--- src/rtl/core/eba_pkg.sv ---
// shared operation codes and item structures for the eight-bit alu
package eba_pkg;

   typedef enum logic [3:0] {
      OP_ADC          = 4'd0,
      OP_SBC          = 4'd1,
      OP_AND          = 4'd2,
      OP_ORA          = 4'd3,
      OP_EOR          = 4'd4,
      OP_ASL          = 4'd5,
      OP_LSR          = 4'd6,
      OP_ROL          = 4'd7,
      OP_ROR          = 4'd8,
      OP_INC          = 4'd9,
      OP_DEC          = 4'd10,
      OP_CMP          = 4'd11,
      OP_BIT          = 4'd12,
      OP_LOAD_FLAGS   = 4'd13,
      OP_LOAD_NOFLAGS = 4'd14
   } op_type;

   typedef struct packed {
      logic [3:0] op;
      logic [7:0] reg_operand;
      logic [7:0] mem_operand;
      logic       carry_in;
      logic       overflow_in;
      logic       negative_in;
      logic       zero_in;
      logic       decimal_mode;
   } req_item_type;

   typedef struct packed {
      logic [7:0] result;
      logic       negative_out;
      logic       zero_out;
      logic       carry_out;
      logic       overflow_out;
   } rsp_item_type;

endpackage

--- src/rtl/core/eba_alu.sv ---
// combinational datapath: binary and bcd arithmetic, logic, shifts and flag update
module eba_alu
   import eba_pkg::*;
(
   input  req_item_type item,
   output rsp_item_type res
);

   logic [7:0] a;
   logic [7:0] m;
   logic       c;
   logic [7:0] r;
   logic       n;
   logic       z;
   logic       c_out;
   logic       v;
   logic       nz_from_r;
   logic [8:0] add_bin;
   logic [8:0] sub_bin;
   logic [5:0] dadd_lo;
   logic [5:0] dadd_hi;
   logic [4:0] dsub_lo;
   logic [4:0] dsub_hi;
   logic [3:0] dsub_lo_fix;
   logic [3:0] dsub_hi_fix;
   logic [7:0] cmp_diff;

   assign a = item.reg_operand;
   assign m = item.mem_operand;
   assign c = item.carry_in;

   assign add_bin = {1'b0, a} + {1'b0, m} + {8'd0, c};
   assign sub_bin = {1'b0, a} + {1'b0, ~m} + {8'd0, c};
   assign cmp_diff = a - m;

   // bcd add, one digit at a time
   always_comb begin
      dadd_lo = {2'b00, a[3:0]} + {2'b00, m[3:0]} + {5'd0, c};
      if (dadd_lo > 6'd9) begin
         dadd_lo = dadd_lo + 6'd6;
      end
      dadd_hi = {2'b00, a[7:4]} + {2'b00, m[7:4]} + {5'd0, (dadd_lo > 6'd15)};
      if (dadd_hi > 6'd9) begin
         dadd_hi = dadd_hi + 6'd6;
      end
   end

   // bcd subtract, borrowing digits corrected by six
   always_comb begin
      dsub_lo = {1'b0, a[3:0]} + 5'd16 - {1'b0, m[3:0]} - {4'd0, ~c};
      dsub_hi = {1'b0, a[7:4]} + 5'd16 - {1'b0, m[7:4]};
      if (!dsub_lo[4]) begin
         dsub_lo_fix = dsub_lo[3:0] - 4'd6;
         dsub_hi = dsub_hi - 5'd1;
      end else begin
         dsub_lo_fix = dsub_lo[3:0];
      end
      if (!dsub_hi[4]) begin
         dsub_hi_fix = dsub_hi[3:0] - 4'd6;
      end else begin
         dsub_hi_fix = dsub_hi[3:0];
      end
   end

   always_comb begin
      r = a;
      n = item.negative_in;
      z = item.zero_in;
      c_out = c;
      v = item.overflow_in;
      nz_from_r = 1'b1;
      case (item.op)
         OP_ADC: begin
            v = (a[7] ^ add_bin[7]) & (m[7] ^ add_bin[7]);
            if (item.decimal_mode) begin
               c_out = (dadd_hi > 6'd15);
               r = {dadd_hi[3:0], dadd_lo[3:0]};
            end else begin
               c_out = add_bin[8];
               r = add_bin[7:0];
            end
         end
         OP_SBC: begin
            v = (a[7] ^ m[7]) & (a[7] ^ sub_bin[7]);
            c_out = sub_bin[8];
            if (item.decimal_mode) begin
               r = {dsub_hi_fix, dsub_lo_fix};
            end else begin
               r = sub_bin[7:0];
            end
         end
         OP_AND: r = a & m;
         OP_ORA: r = a | m;
         OP_EOR: r = a ^ m;
         OP_ASL: begin
            c_out = a[7];
            r = {a[6:0], 1'b0};
         end
         OP_LSR: begin
            c_out = a[0];
            r = {1'b0, a[7:1]};
         end
         OP_ROL: begin
            c_out = a[7];
            r = {a[6:0], c};
         end
         OP_ROR: begin
            c_out = a[0];
            r = {c, a[7:1]};
         end
         OP_INC: r = a + 8'd1;
         OP_DEC: r = a - 8'd1;
         OP_CMP: begin
            nz_from_r = 1'b0;
            c_out = (a >= m);
            z = (a == m);
            n = cmp_diff[7];
         end
         OP_BIT: begin
            nz_from_r = 1'b0;
            z = ((a & m) == 8'd0);
            n = m[7];
            v = m[6];
         end
         OP_LOAD_FLAGS: r = m;
         OP_LOAD_NOFLAGS: begin
            r = m;
            nz_from_r = 1'b0;
         end
         default: nz_from_r = 1'b0;
      endcase
      if (nz_from_r) begin
         n = r[7];
         z = (r == 8'd0);
      end
   end

   assign res.result = r;
   assign res.negative_out = n;
   assign res.zero_out = z;
   assign res.carry_out = c_out;
   assign res.overflow_out = v;

endmodule

--- src/rtl/core/eight_bit_alu_with_bcd_flags_unit.sv ---
// eight-bit alu with bcd add and subtract: input register, datapath, result register
//
// usage
// - request channel req_*: one operation per beat with operands and incoming flags
// - response channel rsp_*: one beat per request, in order, with result and new flags
// - a beat moves at a rising edge with valid high and stall low
// - an accepted request goes through the input register, then the result register, which drives rsp_*
// - throughput: one beat per cycle while rsp_stall is low, set by the two-register
//   pipeline (input register, single-pass datapath, result register)
// - req_stall rises only when the input register holds a beat and the result
//   register is full and stalled; the input register keeps taking beats while
//   a finished result waits as long as the input register is empty
// - while rsp_stall is high the response beat holds its value unchanged
// - reset (synchronous, active high) empties both registers; no beat is lost
//   or repeated across a stall
module eight_bit_alu_with_bcd_flags_unit
   import eba_pkg::*;
(
   input  logic       clock,
   input  logic       reset,
   input  logic       req_valid,
   output logic       req_stall,
   input  logic [3:0] req_op,
   input  logic [7:0] req_reg_operand,
   input  logic [7:0] req_mem_operand,
   input  logic       req_carry_in,
   input  logic       req_overflow_in,
   input  logic       req_negative_in,
   input  logic       req_zero_in,
   input  logic       req_decimal_mode,
   output logic       rsp_valid,
   input  logic       rsp_stall,
   output logic [7:0] rsp_result,
   output logic       rsp_negative_out,
   output logic       rsp_zero_out,
   output logic       rsp_carry_out,
   output logic       rsp_overflow_out
);

   logic         in_valid_ff;
   logic         in_valid_in;
   req_item_type in_item_ff;
   req_item_type in_item_in;
   logic         out_valid_ff;
   logic         out_valid_in;
   rsp_item_type out_item_ff;
   rsp_item_type out_item_in;
   rsp_item_type alu_res;
   logic         out_open;
   logic         in_move;
   logic         req_take;

   assign out_open = ~out_valid_ff | ~rsp_stall;
   assign in_move = in_valid_ff & out_open;
   assign req_stall = in_valid_ff & ~out_open;
   assign req_take = req_valid & ~req_stall;

   always_comb begin
      in_item_in.op = req_op;
      in_item_in.reg_operand = req_reg_operand;
      in_item_in.mem_operand = req_mem_operand;
      in_item_in.carry_in = req_carry_in;
      in_item_in.overflow_in = req_overflow_in;
      in_item_in.negative_in = req_negative_in;
      in_item_in.zero_in = req_zero_in;
      in_item_in.decimal_mode = req_decimal_mode;
   end

   always_comb begin
      in_valid_in = in_valid_ff;
      if (req_take) begin
         in_valid_in = 1'b1;
      end else if (in_move) begin
         in_valid_in = 1'b0;
      end
   end

   assign out_valid_in = out_open ? in_valid_ff : out_valid_ff;
   assign out_item_in = alu_res;

   eba_alu u_alu (
      .item (in_item_ff),
      .res  (alu_res)
   );

   always_ff @(posedge clock) begin
      if (reset) begin
         in_valid_ff <= 1'b0;
         out_valid_ff <= 1'b0;
      end else begin
         in_valid_ff <= in_valid_in;
         out_valid_ff <= out_valid_in;
      end
   end

   always_ff @(posedge clock) begin
      if (req_take) begin
         in_item_ff <= in_item_in;
      end
      if (in_move) begin
         out_item_ff <= out_item_in;
      end
   end

   assign rsp_valid = out_valid_ff;
   assign rsp_result = out_item_ff.result;
   assign rsp_negative_out = out_item_ff.negative_out;
   assign rsp_zero_out = out_item_ff.zero_out;
   assign rsp_carry_out = out_item_ff.carry_out;
   assign rsp_overflow_out = out_item_ff.overflow_out;

`ifndef SYNTH
   // stall only with a beat waiting in the input register
   a_stall_needs_beat: assert property (@(posedge clock) disable iff (reset)
      req_stall |-> in_valid_ff)
      else $error("request stalled with empty input register");

   // an accepted beat occupies the input register next cycle
   a_take_fills: assert property (@(posedge clock) disable iff (reset)
      req_take |=> in_valid_ff)
      else $error("accepted beat not held in input register");

   // a beat moving on from the input register appears on the response side
   a_move_offers: assert property (@(posedge clock) disable iff (reset)
      in_move |=> rsp_valid)
      else $error("beat lost between input and result registers");
`endif

endmodule

--- config.mk ---
export PLATFORM = sky130hd
export DESIGN_NAME = eight_bit_alu_with_bcd_flags_unit
export DESIGN_NICKNAME = d
export VERILOG_FILES = /design/src/rtl/core/eba_pkg.sv /design/src/rtl/core/eba_alu.sv /design/src/rtl/core/eight_bit_alu_with_bcd_flags_unit.sv
export SDC_FILE = /design/constraint.sdc
export NUM_CORES = 1
export LEC_CHECK = 0
export ABC_AREA = 0
export BUFFER_PORTS_ARGS = -buffer_cell sky130_fd_sc_hd__buf_4
export CAP_MARGIN = 20
export CORE_MARGIN = 5
export CORE_UTILIZATION = 35
export CTS_BUF_LIST = sky130_fd_sc_hd__clkbuf_8
export DETAILED_ROUTE_END_ITERATION = 8
export PLACE_DENSITY = 0.63
export SLEW_MARGIN = 25
export SYNTH_ARGS = -nofsm -noshare
export SYNTH_HDL_FRONTEND = slang
export SYNTH_HIERARCHICAL = 1
export SYNTH_SLANG_ARGS = --single-unit
--- constraint.sdc ---
create_clock -name clock -period 4.8 [get_ports clock]
set_input_delay 0.96 -clock clock [delete_from_list [all_inputs] [get_ports clock]]
set_output_delay 0.96 -clock clock [all_outputs]
set_load 0.02 [all_outputs]
==> impl_metrics.json <==
{
  "status": "finished, final reports clean",
  "io_buffer_count": 42,
  "synth_warnings": 6,
  "p_comb_frac": 0.452,
  "vias": 4527,
  "hold_violations": 0,
  "route.detailed.drc": 0,
  "gp_congestion": 0.965,
  "max_clock_freq_mhz": 215,
  "nNetsFinal": 671,
  "viasPerCell": 5.90,
  "reg2reg_slack_ps": 140,
  "core_mm2": 0.0132,
  "syn_area_per_cell_um2": 8.54,
  "area_delta_synth_final_pct": 14.5,
  "layout.cells.non_filler": 767,
  "irDropWorstVdd_uv": 187,
  "cp_max_fo": 5,
  "drtIter0Drc": 622,
  "clk_pin_slew_ps": 90,
  "slew-limit-headroom": 0.458,
  "power.switching_mw": 0.501,
  "grt_max_degree": 37,
  "drive_gt1_frac": 0.179,
  "synth_seq_area_share": 0.246,
  "initial_core_util": 0.355,
  "arrival_ps": 4710,
  "setup_viol": 0,
  "min_path_type": "reg2reg",
  "end_kind": "flip-flop",
  "synth_edf_count": 37,
  "hpwlAfterDp_um": 11800,
  "final_util": 0.406,
  "synthCells": 548,
  "path_class": "reg2reg",
  "power.internal_mw": 0.792,
  "met3_usage": 0.0445,
  "grt_util_met2": 0.305,
  "skew_ps": 4.07,
  "numClockSinks": 39,
  "cts_tree": "done",
  "numCtsBuffers": 5,
  "post-route-period-util": 0.970,
  "p_seq_frac": 0.325,
  "final_common_cell": "buf_4",
  "worst_slew_pin_slew_ps": 806,
  "diodes": 0,
  "overflow": 0,
  "wl_per_cell_um": 19.9,
  "dieWidth_um": 126,
  "rows": 42,
  "required_ps": 4860,
  "drv_slew": 0,
  "grt_antenna_before_repair": 0,
  "sw_frac_of_total": 0.387,
  "drt-total-wl_um": 15200,
  "ys.flop_type": "edfxtp_1",
  "dp_cells": 755,
  "first_pass_iters": 5,
  "syn_nets": 629,
  "maxCapViolations": 0,
  "gr-usage-met1": 0.249,
  "ys_types": 84,
  "grt_pass1_vias": 4505,
  "htree_levels": 2,
  "final_cell_mix": "buf_4, nor2_1, ha_1",
  "cp-start-kind": "flip-flop",
  "period_minus_slack_ps": 4660,
  "p_clk_frac": 0.223,
  "synthArstFlopShare": 0,
  "ys_ff_latch": 39,
  "io_pins": 43,
  "busiest_layer": "met2",
  "drtAntennaViolNets": 0,
  "insertion_delay_ps": 300,
  "leakagePower_nw": 2.17,
  "track_usage": 0.190,
  "die_height_um": 126,
  "finalPower_mw": 1.29,
  "syn_area_mm2": 0.00468,
  "cts-hold-fix-buffers": 0,
  "cts_root_buf": "clkbuf_8",
  "grt_first_pass_wirelength_um": 24300,
  "tns_ps": 0,
  "cts.path.max_buffers": 2,
  "die_area_mm2": 0.0158,
  "fillers": 1311,
  "powerDensity_mw_per_mm2": 241
}
==> path summary, 6_finish.rpt <==
kind | start | endpoint | cells past startpoint
worst max-delay path | in_item_ff[4] | rsp_zero_out | 19
worst min-delay path | in_valid_ff | in_valid_ff | 2
worst max register to register | in_item_ff[4] | rsp_zero_out | 19
worst min register to register | in_valid_ff | in_valid_ff | 2
==> stage by stage <==
stage | cell area, um^2 | setup slack [ps] | hold slack (ps)
4_1_cts | 5290 | 26.4 | 508
3_3_place_gp | 5170 | 123 | 483
5_1_grt | 5360 | -19.8 | 528
2_1_floorplan | 4680 | 33.6 | 472
3_5_place_dp | 5170 | -8.60 | 498
6_report | 5360 | 143 | 509
==> power groups by stage <==
stage	sequential (mW)	combinational, mW	clock (mW)
finish	0.421	0.584	0.288
detailed placement	0.429	0.553	0
global placement	0.428	0.540	0
floorplan	0.434	0.391	0
CTS	0.421	0.558	0.296
global route	0.424	0.638	0.308
==> timing repair <==
action,CTS,global route
setup buffers,0,4
setup endpoints to repair,1,3
pin swaps,0,3
gates resized for setup,1,10
==> state kept, by name, summed over array words and instances (netlist names) <==
| signal | cells |
|---|---|
| in_item_ff | 25 |
| in_valid_ff | 1 |
| rsp_carry_out | 1 |
| rsp_negative_out | 1 |
| rsp_overflow_out | 1 |
| rsp_result | 8 |
| rsp_valid | 1 |
| rsp_zero_out | 1 |
==> routing by layer <==
metal	share of wire	routed length, um
met5	0	0
met4	0.034	514
met3	0.088	1340
met2	0.46	7030
met1	0.42	6340
==> cell type report <==
type,instances,area [um^2],share of cell area
multi-input combinational,439,3240,0.604
sequential,39,1150,0.215
timing repair buffer,65,488,0.0910
tap,176,220,0.0411
inverter,40,150,0.0280
clock buffer,5,68.8,0.0128
clock inverter,3,43.8,0.00817
==> synthesized netlist by cell type, types with 9 or more instances <==
cell type / n / area share
a211oi_1: 11 / 0.018
a21oi_1: 39 / 0.042
buf_2: 14 / 0.015
edfxtp_1: 37 / 0.24
fa_1: 9 / 0.038
ha_1: 43 / 0.11
inv_1: 39 / 0.031
nand2_1: 36 / 0.029
nand2b_1: 14 / 0.019
nand3_1: 15 / 0.016
nor2_1: 47 / 0.038
nor3_1: 16 / 0.017
o211ai_1: 9 / 0.014
o21ai_0: 33 / 0.035
xnor2_1: 18 / 0.034
==> logic make-up (layout without fill, tap and decap cells) <==
logic type,Yosys count,after routing,synth area share
simple gates,178,178,0.197
compound gates,176,176,0.264
buf+inv,70,113,0.0730
fa+ha+maj,52,52,0.153
flops,39,39,0.246
xor+xnor,25,25,0.0497
mux,8,8,0.0171
==> critical path, stage by stage (launching register included) <==
cell and delay [ps]:
edfxtp_1 370, inv_1 120, fa_2 430, fa_2 380, nand2b_1 180, a21oi_2 240, nand2_1 100, o21bai_2 170
fa_2 260, inv_1 60, fa_1 400, buf_4 170, nand2b_1 160, a221oi_2 200, a211oi_1 80, a311oi_1 340
a2111oi_0 100, a31oi_1 300, nor2_1 100, a41o_1 250
Power figures use the tool's default switching activity.
